**src/hdl/i2d_pkg.sv**
```systemverilog
`default_nettype none

package i2d_pkg;

  localparam int unsigned ValueWidth = 64;
  // 2^63 has 19 decimal digits, the largest magnitude a signed 64-bit value gives
  localparam int unsigned NumDigits  = 19;
  localparam int unsigned BcdWidth   = 4 * NumDigits;
  localparam int unsigned CntWidth   = 6;

  localparam logic [7:0] CharZero  = 8'd48;
  localparam logic [7:0] CharMinus = 8'd45;

  localparam logic [CntWidth-1:0] ShiftCntInit = CntWidth'(ValueWidth - 1);
  localparam logic [CntWidth-1:0] DigitCntInit = CntWidth'(NumDigits - 1);

  typedef enum logic [2:0] {
    StIdle,
    StConv,
    StSkip,
    StSign,
    StDigit
  } state_e;

endpackage

`default_nettype wire

```
**src/hdl/int64_to_decimal_text.sv**
```systemverilog
`default_nettype none

// Channel  Dir  Handshake                 Payload
// -------  ---  ------------------------  -------------------------------------
// in       in   in_valid_i / in_ready_o   value_i[63:0] (signed)
// out      out  out_valid_o / out_ready_i text_char_o[7:0], last_char_o
//
// One transaction runs through an idle state, 64 double-dabble shift steps through
// the shared add-3 / shift unit, s leading-zero digits dropped one per cycle (0..18)
// until the first digit is found, and c characters (1..20), one per cycle while the
// output is not stalled. Reset clears the state machine and the output valid; data
// registers are not reset. A stalled output holds its character and stalls the sign
// and digit states; a new value is taken once the last character is registered.
module int64_to_decimal_text (
  input  wire logic        clk_i,
  input  wire logic        rst_ni,
  input  wire logic        in_valid_i,
  output logic             in_ready_o,
  input  wire logic [63:0] value_i,
  output logic             out_valid_o,
  input  wire logic        out_ready_i,
  output logic [7:0]       text_char_o,
  output logic             last_char_o
);
  import i2d_pkg::*;

  state_e state_q, state_d;

  logic [ValueWidth-1:0] bin_q, bin_d;   // magnitude, shifted out MSB first
  logic [BcdWidth-1:0]   bcd_q, bcd_d;   // BCD accumulator, top digit most significant
  logic [CntWidth-1:0]   cnt_q, cnt_d;   // shift steps left minus one, then digits left minus one
  logic                  neg_q, neg_d;

  logic       out_valid_q, out_valid_d;
  logic [7:0] char_q, char_d;
  logic       last_q, last_d;

  logic                  in_fire;
  logic                  slot_free;
  logic [BcdWidth-1:0]   bcd_adj;
  logic [3:0]            top_digit;
  logic [ValueWidth-1:0] mag;

  assign in_ready_o  = (state_q == StIdle);
  assign in_fire     = in_valid_i && in_ready_o;
  assign slot_free   = !out_valid_q || out_ready_i;
  assign top_digit   = bcd_q[BcdWidth-1 -: 4];
  // unsigned magnitude: also correct for the most negative value
  assign mag         = value_i[ValueWidth-1] ? (~value_i + ValueWidth'(1)) : value_i;

  assign out_valid_o = out_valid_q;
  assign text_char_o = char_q;
  assign last_char_o = last_q;

  // Shared add-3 unit: every BCD digit of 5 or more gets 3 added before the shift
  always_comb begin
    for (int i = 0; i < NumDigits; i++) begin
      if (bcd_q[4*i +: 4] >= 4'd5) begin
        bcd_adj[4*i +: 4] = bcd_q[4*i +: 4] + 4'd3;
      end else begin
        bcd_adj[4*i +: 4] = bcd_q[4*i +: 4];
      end
    end
  end

  // Next state
  always_comb begin
    state_d = state_q;
    case (state_q)
      StIdle: begin
        if (in_fire) state_d = StConv;
      end
      StConv: begin
        if (cnt_q == '0) state_d = StSkip;
      end
      StSkip: begin
        if (top_digit != 4'd0 || cnt_q == '0) begin
          state_d = neg_q ? StSign : StDigit;
        end
      end
      StSign: begin
        if (slot_free) state_d = StDigit;
      end
      StDigit: begin
        if (slot_free && cnt_q == '0) state_d = StIdle;
      end
      default: state_d = StIdle;
    endcase
  end

  // Datapath and output register
  always_comb begin
    bin_d       = bin_q;
    bcd_d       = bcd_q;
    cnt_d       = cnt_q;
    neg_d       = neg_q;
    out_valid_d = out_valid_q && !out_ready_i;
    char_d      = char_q;
    last_d      = last_q;
    case (state_q)
      StIdle: begin
        if (in_fire) begin
          bin_d = mag;
          bcd_d = '0;
          cnt_d = ShiftCntInit;
          neg_d = value_i[ValueWidth-1];
        end
      end
      StConv: begin
        bcd_d = {bcd_adj[BcdWidth-2:0], bin_q[ValueWidth-1]};
        bin_d = {bin_q[ValueWidth-2:0], 1'b0};
        cnt_d = (cnt_q == '0) ? DigitCntInit : cnt_q - CntWidth'(1);
      end
      StSkip: begin
        // drop leading zeros, keeping at least the units digit
        if (top_digit == 4'd0 && cnt_q != '0) begin
          bcd_d = {bcd_q[BcdWidth-5:0], 4'd0};
          cnt_d = cnt_q - CntWidth'(1);
        end
      end
      StSign: begin
        if (slot_free) begin
          out_valid_d = 1'b1;
          char_d      = CharMinus;
          last_d      = 1'b0;
        end
      end
      StDigit: begin
        if (slot_free) begin
          out_valid_d = 1'b1;
          char_d      = CharZero + {4'd0, top_digit};
          last_d      = (cnt_q == '0);
          bcd_d       = {bcd_q[BcdWidth-5:0], 4'd0};
          if (cnt_q != '0) cnt_d = cnt_q - CntWidth'(1);
        end
      end
      default: begin
      end
    endcase
  end

  always_ff @(posedge clk_i or negedge rst_ni) begin
    if (!rst_ni) begin
      state_q     <= StIdle;
      out_valid_q <= 1'b0;
    end else begin
      state_q     <= state_d;
      out_valid_q <= out_valid_d;
    end
  end

  always_ff @(posedge clk_i) begin
    bin_q  <= bin_d;
    bcd_q  <= bcd_d;
    cnt_q  <= cnt_d;
    neg_q  <= neg_d;
    char_q <= char_d;
    last_q <= last_d;
  end

endmodule

`default_nettype wire
```
**config.mk**
```make
export PLATFORM = sky130hd
export DESIGN_NAME = int64_to_decimal_text
export DESIGN_NICKNAME = d
export VERILOG_FILES = /design/src/hdl/i2d_pkg.sv /design/src/hdl/int64_to_decimal_text.sv
export SDC_FILE = /design/constraint.sdc
export NUM_CORES = 1
export LEC_CHECK = 0
export BUFFER_PORTS_ARGS = -buffer_cell sky130_fd_sc_hd__clkbuf_2
export CORE_ASPECT_RATIO = 0.75
export CORE_MARGIN = 4
export CORE_UTILIZATION = 31
export DETAILED_ROUTE_END_ITERATION = 16
export PLACE_DENSITY = 0.55
export SETUP_SLACK_MARGIN = 0.02
export SYNTH_ARGS = -nofsm -noshare
export SYNTH_HDL_FRONTEND = slang
export SYNTH_SLANG_ARGS = --single-unit
```
**constraint.sdc**
```tcl
create_clock -name clk_i -period 9.2 [get_ports clk_i]
set_clock_uncertainty 0.2 [all_clocks]
set_input_delay 2.76 -clock clk_i [delete_from_list [all_inputs] [get_ports clk_i]]
set_output_delay 2.76 -clock clk_i [all_outputs]
set_load 0.005 [all_outputs]
```
==> summary.md, run 1 <==
| Metric | Value |
|---|---|
| XOR/XNOR share of the synthesized area | `0.0807` |
| Port Buffers | `75` |
| Placed cell area | `10500 sq um` |
| First-pass GRT wire length | `~36000 um` |
| Post-synth top area cell | `edfxtp_1` |
| Gr usage total | `0.127` |
| Ys async rst share | `0.0255` |
| Area occupied by multi-input gates | `~4700 sq um` |
| Most frequent cell after synthesis | `edfxtp_1` |
| GPL Wtd Cong | `about 0.8` |
| GRT overflow | `0` |
| Status | `completed` |
| RR Endpoint | `cnt_q[5]` |
| Slew Limit Headroom | `0.338` |
| Vias in the first global route | `6913` |
| VDD IR-drop max | `0.168 mV` |
| Num CTS Buffers | `17` |
| Fin Setup TNS | `0 ns` |
| CP Capture Type | `flop` |
| Pint | `between 2 and 2.5 mW` |
| Setup crit start kind | `input pin` |
| Die Y-Extent | `~160 um` |
| Synth top cells by count | `153 x edfxtp_1, 133 x o21ai_0, 120 x nand2_1` |
| Slowest stage delay, CP | `slightly above 0.8 ns` |
| Pin count of the biggest net entering global routing | `slightly below 90` |
| Crit Path Category | `in2reg` |
| Die ar. | `34400 sq um` |
| Worst path required time | `just over 9 ns` |
| Clk root buf | `clkbuf_16` |
| Post-synthesis register bit count | `approximately 160` |
| Post-route DRC violation count | `0` |
| Reg2reg setup slack | `roughly 5.4 ns` |
| Critical Path AT | `5.30 ns` |
| CTS tree | `yes` |
| Fmax achieved | `between 150 and 200 MHz` |
| WP buf/inv | `2` |
| Leakage | `between 4 and 5 nW` |
| Share of the synthesized area in the top cell type | `0.471` |
| CTS max path bufs | `2` |
| Hold Buf Count CTS | `0` |
| Boundary Pins | `79` |
| Worst path top cell family by delay | `compound AO/OA/AOI/OAI gates` |
| Reg2Reg Launch Point | `cnt_q[0]` |
| R2R depth | `8` |
| Final instance area | `between 10000 and 15000 sq um` |
| Cell depth of the worst min-delay path | `2` |
| Layout cell share with drive strength beyond 1 | `0.130` |
| 1st-iter DRT viols | `621` |
| Initial antenna violation count | `0` |
| Pwr/cell area | `around 300 nW/um^2` |
| Ys flop type | `edfxtp_1` |
| Clock network power share | `0.210` |
| Worst-margin pin slew | `0.993 ns` |
| Cell chain of the critical path | `clkbuf_2, nor2_1, nor3_4, buf_4, a21o_4, a21boi_0` |
| Starting Density | `0.319` |
| Reg clk slew, reported paths | `0.07 ns` |
| Max H-tree Level | `4` |
| Area Overhead vs Synth | `13.8%` |
| Sequential area share after synthesis | `0.481` |
| Adder-cell share of the synthesized area | `0.0526` |
| Worst-path maximum fanout | `77` |
| Number of enable flip-flop cells after synthesis | `around 150` |
| Worst hold margin | `between 0.3 and 0.4 ns` |
| Netlist cell types | `53` |
| Switch Pwr | `between 1 and 1.5 mW` |
| Yosys warns | `0` |
| Setup-failing EPs final | `0` |
| Core ar. | `30600 sq um` |
| NumNets Final | `between 1000 and 1500` |
| Simple-gate share of the synthesized area | `0.170` |
| Largest family of logic cells by synthesized area | `compound AO/OA/AOI/OAI gates` |
| Mux share of post-synthesis cell area | `0.00320` |
| Worst-skew pair later-pin latency | `0.44 ns` |
| WL/cell | `approximately 15 um` |
| Hold_sp | `bin_q[62]` |
| Post-route ant nets | `0` |
| Fill cell count | `slightly above 3000` |
| DIE WIDTH | `around 210 um` |
| Post-DP HPWL | `between 10000 and 15000 um` |
| RSZ-0062 raised after global routing | `no` |
| Post-cts gate resize count | `0` |
| Worst hold path type | `reg2reg` |
| Logic pwr share | `0.350` |
| Final Hold Viols | `0` |
| Slew Viols, Final | `0` |
| First-pass detailed-route iteration total | `5` |
| Hold Path Sink | `bin_q[63]` |
| Drt total wl | `21700 um` |
| Fin crit period | `5.44 ns` |
| Register area | `4690 sq um` |
| Largest cells by area after synthesis | `edfxtp_1 47%, o21ai_0 6.8%, xor2_1 5.7%, ha_1 5.3%, a21oi_1 4.9%` |
| Switch share | `0.370` |
| Vias/cell | `a little over 5` |
| # Post-CTS Setup Buffers | `0` |
| Vias | `between 7000 and 8000` |
| Synth Area in Compound Gates | `0.174` |
| Number of diodes | `0` |
| Clock Sink Count | `157` |
| CP max-delay cell | `a21o_4` |
| Post-Syn Area | `9760 sq um` |
| Mean Syn Cell Area | `between 9 and 10 sq um` |
| Mapped Cells | `just over 1000` |
| Sequential power share | `0.440` |
| Site row count | `55` |
| Max cap viols | `0` |
| Final Cycle Share | `0.591` |
-- stage by stage --
step,power (mW),utilization,setup WS [ns],instances
final,3.39,0.363,3.76,1475
after global routing,3.70,0.363,3.42,1475
after CTS,3.42,0.363,3.60,1475
after detailed placement,2.70,0.344,3.19,1443
after global placement,2.67,0.344,3.21,1443
after floorplan,2.39,-,1.02,1012
-- how the worst max path moves through the flow --
| stage | to | start | slack (ns) | cells after the start |
|---|---|---|---|---|
| global route | cnt_q[4] | in_valid_i | 3.42 | 6 |
| floorplan | cnt_q[0] | in_valid_i | 1.02 | 4 |
| finish | cnt_q[5] | in_valid_i | 3.76 | 6 |
| global placement | cnt_q[2] | in_valid_i | 3.21 | 6 |
| CTS | cnt_q[4] | in_valid_i | 3.60 | 6 |
| detailed placement | cnt_q[0] | in_valid_i | 3.19 | 6 |
-- metal layers --
layer	share of wire	wire length [um]	track usage
met1	0.52	11200	0.191
met4	0.0093	202	0.0342
met3	0.045	975	0.0297
met5	0	0	0
met2	0.43	9360	0.181
-- worst reg2reg max path, cell delays in order, from the launching register on --
cell      delay (ns)
edfxtp_1        0.40
inv_1           0.06
ha_1            0.22
or3b_2          0.21
or3_1           0.28
nand4_1         0.24
o22ai_1         0.27
a21o_4          0.79
a21boi_0        0.74
-- layout by cell type (no fill, tap or decap), types with 9 or more instances in the layout --
cell	synthesis	final
nand2b_1	25	25
clkbuf_2	0	75
nand2_1	120	120
nor2_1	78	78
o21ai_0	133	133
ha_1	41	41
inv_1	48	48
or3_1	12	11
a21oi_1	95	94
nor3b_1	17	17
nor2b_1	10	10
o31ai_1	29	29
xor2_1	64	64
clkbuf_16	0	17
xnor2_1	26	26
nor3_1	11	9
edfxtp_1	153	153
-- kinds of logic after synthesis --
family | Yosys count
buf+inv | 96
flops | 157
compound gates | 295
other cells | 2
mux | 3
xor+xnor | 90
fa+ha+maj | 41
simple gates | 327
-- flip-flops by register name, summed over array words and instances (netlist names) --
register	flops
bin_q	64
bcd_q	76
text_char_o	5
state_q	3
cnt_q	6
out_valid_o	1
neg_q	1
last_char_o	1
-- area by class of cell --
cell class	count	share of cell area
multi-input cells	759	0.426
clock inverters	12	0.0126
inverters	48	0.0162
flip-flops and latches	157	0.422
clock buffers	20	0.0402
well taps	399	0.0449
repair buffers	80	0.0372
-- power groups by stage --
stage | combinational, mW | sequential [mW] | clock [mW]
after floorplan | 0.958 | 1.43 | 0
after global placement | 1.17 | 1.50 | 0
after detailed placement | 1.19 | 1.50 | 0
after CTS | 1.20 | 1.49 | 0.728
after global routing | 1.40 | 1.54 | 0.760
final | 1.19 | 1.49 | 0.713
Note: power is estimated with default switching activity, not from simulation.
==> inputs of run 2 (changes only) <==
ABC_AREA = 1   (was unset)
PLACE_DENSITY = 0.56   (was 0.55)
clock period = 4.45 ns   (was 9.2 ns; I/O delays follow)
==> summary.md, run 2 <==
| Metric | Value |
|---|---|
| Status | `completed (unchanged)` |
| Final Core Density | `0.363 (about the same)` |
| Fin crit period | `3.17 ns` |
| Logic pwr share | `0.428 (was 0.350)` |
| Yosys warns | `0 (unchanged)` |
| RSZ-0062 raised after global routing | `no (unchanged)` |
| Ys async rst share | `0.0255 (unchanged)` |
| Slew Viols, Final | `0 (unchanged)` |
| Die ar. | `36800 sq um (was 34400 sq um)` |
| Site row count | `57 (was 55)` |
| Final instance area | `11900 sq um (was 11100 sq um)` |
| DIE WIDTH | `220 um (was 213 um)` |
| First-pass detailed-route iteration total | `5 (unchanged)` |
| Worst hold margin | `0.318 ns (was 0.320 ns)` |
| Post-cts gate resize count | `0 (unchanged)` |
| Number of diodes | `0 (unchanged)` |
| Port Buffers | `75 (unchanged)` |
| Core ar. | `32800 sq um (was 30600 sq um)` |
| VDD IR-drop max | `0.489 mV (was 0.168 mV)` |
| Synth top cells by count | `338 x nand2_1, 154 x nor2_1, 153 x edfxtp_1 (was 153 x edfxtp_1, 133 x o21ai_0, 120 x nand2_1)` |
| CP Capture Type | `primary output (was flop)` |
| Commonest non-fill, non-tap cells in the layout | `338 x nand2_1, 153 x nor2_1, 153 x edfxtp_1, 143 x inv_1, 133 x nand3_1 (was 153 x edfxtp_1, 133 x o21ai_0, 120 x nand2_1, 94 x a21oi_1, 78 x nor2_1)` |
| Layout cell share with drive strength beyond 1 | `0.119 (was 0.130)` |
| WL/cell | `15.3 um (was 14.7 um)` |
| Setup crit start kind | `flop (was input pin)` |
| Top flop regs | `bcd_q x76, bin_q x64, cnt_q x6 (unchanged)` |
| Clock Sink Count | `157 (unchanged)` |
| GRT overflow | `0 (unchanged)` |
| Num CTS Buffers | `17 (unchanged)` |
| Placed cell area | `11300 sq um (was 10500 sq um)` |
| Vias/cell | `4.92 (was 5.05)` |
| CTS max path bufs | `2 (unchanged)` |
| Post-synthesis register bit count | `157 (unchanged)` |
| Netlist cell types | `41 (was 53)` |
| Mapped Cells | `1325 (was 1011)` |
| # Post-CTS Setup Buffers | `0 (unchanged)` |
| Switch Pwr | `3.45 mW (was 1.26 mW)` |
| Reg clk slew, reported paths | `0.07 ns (about the same)` |
| Post-Syn Area | `10500 sq um (was 9760 sq um)` |
| Boundary Pins | `79 (unchanged)` |
| Mux share of post-synthesis cell area | `0 (was 0.00320)` |
| Pint | `4.79 mW (was 2.14 mW)` |
| Synth Area in Compound Gates | `0.105 (was 0.174)` |
| XOR/XNOR share of the synthesized area | `0.0344 (was 0.0807)` |
| Fin Setup TNS | `0 ns (unchanged)` |
| Worst-margin pin slew | `0.814 ns (was 0.993 ns)` |
| Post-route ant nets | `0 (unchanged)` |
| Sequential area share after synthesis | `0.449 (was 0.481)` |
| 1st-iter DRT viols | `971 (was 621)` |
| Fill cell count | `3437 (was 3054)` |
| Drt total wl | `28200 um (was 21700 um)` |
| Critical Path AT | `1.63 ns (was 5.30 ns)` |
| Mean Syn Cell Area | `7.89 sq um (was 9.66 sq um)` |
| Max cap viols | `0 (unchanged)` |
| Number of enable flip-flop cells after synthesis | `153 (unchanged)` |
| Final Cycle Share | `0.711` |
| Vias in the first global route | `8486 (was 6913)` |
| Slew Limit Headroom | `0.452 (was 0.338)` |
| Hold Buf Count CTS | `0 (unchanged)` |
| Pwr/cell area | `691 nW/um^2 (was 305 nW/um^2)` |
| Clock network power share | `0.182 (was 0.210)` |
| Fmax achieved | `approximately 320 MHz` |
| Max H-tree Level | `4 (unchanged)` |
| Worst hold path type | `reg2reg (unchanged)` |
| Sequential power share | `0.390 (was 0.440)` |
| Largest family of logic cells by synthesized area | `simple AND/OR/NAND/NOR gates (was compound AO/OA/AOI/OAI gates)` |
| NumNets Final | `1499 (was 1172)` |
| Largest cells by area after synthesis | `edfxtp_1 44%, nand2_1 12%, nand3_1 6.4%, nor2_1 5.5%, inv_1 5.1% (was edfxtp_1 47%, o21ai_0 6.8%, xor2_1 5.7%, ha_1 5.3%, a21oi_1 4.9%)` |
| Most frequent cell after synthesis | `nand2_1 (was edfxtp_1)` |
| Worst-skew pair later-pin latency | `0.43 ns (was 0.44 ns)` |
| Die Y-Extent | `167 um (was 162 um)` |
| Initial antenna violation count | `2 (was 0)` |
| Non-filler cells in the finished layout | `1845 (was 1475)` |
| First-pass GRT wire length | `45100 um (was 35700 um)` |
| Flip-flop count of the largest register after layout | `76 (unchanged)` |
| GPL Wtd Cong | `0.923 (was 0.807)` |
| Simple-gate share of the synthesized area | `0.289 (was 0.170)` |
| Leakage | `4.89 nW (was 4.06 nW)` |
| Post-synth top area cell | `edfxtp_1 (unchanged)` |
| Crit Path Category | `reg2out (was in2reg)` |
| Pin count of the biggest net entering global routing | `77 (was 88)` |
| Post-route DRC violation count | `0 (unchanged)` |
| Post-DP HPWL | `20700 um (was 14300 um)` |
| CTS tree | `yes (unchanged)` |
| Final Hold Viols | `0 (unchanged)` |
| Share of the synthesized area in the top cell type | `0.440 (was 0.471)` |
| Setup-failing EPs final | `0 (unchanged)` |
| Vias | `9072 (was 7443)` |
| Gr usage total | `0.153 (was 0.127)` |
| Adder-cell share of the synthesized area | `0.0491 (was 0.0526)` |
| Most flop-heavy register | `bcd_q (unchanged)` |
| Ys flop type | `edfxtp_1 (unchanged)` |
| DP Cell Count | `1813 (was 1443)` |
| Commonest non-fill, non-tap cell in the layout | `nand2_1 (was edfxtp_1)` |
| Worst-path maximum fanout | `5 (was 77)` |
| Switch share | `0.418 (was 0.370)` |
| Worst path required time | `2.91 ns (was 9.06 ns)` |
| Starting Density | `0.319 (about the same)` |
| Area Overhead vs Synth | `14.0% (was 13.8%)` |
| Clk root buf | `clkbuf_16 (unchanged)` |
==> run 2: metrics by stage <==
| stage | setup slack (ns) | total power, mW |
|---|---|---|
| floorplan | 0.366 | 5.77 |
| global placement | 1.16 | 6.70 |
| detailed placement | 1.13 | 6.77 |
| CTS | 1.27 | 8.30 |
| global route | 1.19 | 8.96 |
| finish | 1.28 | 8.24 |
==> run 2: worst max-delay path, cell delays in order, from the launching register on <==
cell and delay, ns:
dfrtp_1 0.45, or2_4 0.29, nor2_1 0.28, clkbuf_2 0.19
==> run 2: final timing paths <==
kind                               endpoint  depth (start not counted)  startpoint  slack [ns]
worst min register to register    bin_q[28]                          2   bin_q[27]        0.32
worst min-delay path              bin_q[28]                          2   bin_q[27]        0.32
max in group asynchronous        state_q[0]                          1      rst_ni        3.43
min in group asynchronous       out_valid_o                          1      rst_ni        0.50
worst max-delay path             in_ready_o                          3  state_q[0]        1.28
worst max register to register   state_q[0]                         10  state_q[2]        1.87
==> run 2: cell families after synthesis <==
kind of cell	count (synthesis)
compound gates	197
fa+ha+maj	41
buf+inv	191
simple gates	696
xor+xnor	41
flops	157
other cells	2
==> run 2: final cells by class <==
| cell class | instances | area [sq um] | share of cell area |
|---|---|---|---|
| timing repair buffer | 85 | 475 | 0.0399 |
| tap | 442 | 553 | 0.0464 |
| sequential | 157 | 4690 | 0.394 |
| clock inverter | 14 | 159 | 0.0133 |
| inverter | 151 | 569 | 0.0478 |
| clock buffer | 18 | 429 | 0.0360 |
| multi-input combinational | 978 | 5040 | 0.423 |
==> run 2: routing by layer <==
metal | vias up | GRT usage | share of wire
met2 | 281 | 0.211 | 0.40
met5 | - | 0 | 0.00074
met1 | 4201 | 0.240 | 0.52
met4 | 4 | 0.0317 | 0.0077
met3 | 17 | 0.0383 | 0.073
li1 | 4569 | - | -
==> run 2: power by group through the flow <==
stage / registers (mW) / clock network (mW) / logic, mW
floorplan: 3.17 / 0 / 2.61
global placement: 3.23 / 0 / 3.48
detailed placement: 3.23 / 0 / 3.54
CTS: 3.21 / 1.53 / 3.55
global route: 3.30 / 1.60 / 4.07
finish: 3.21 / 1.50 / 3.53
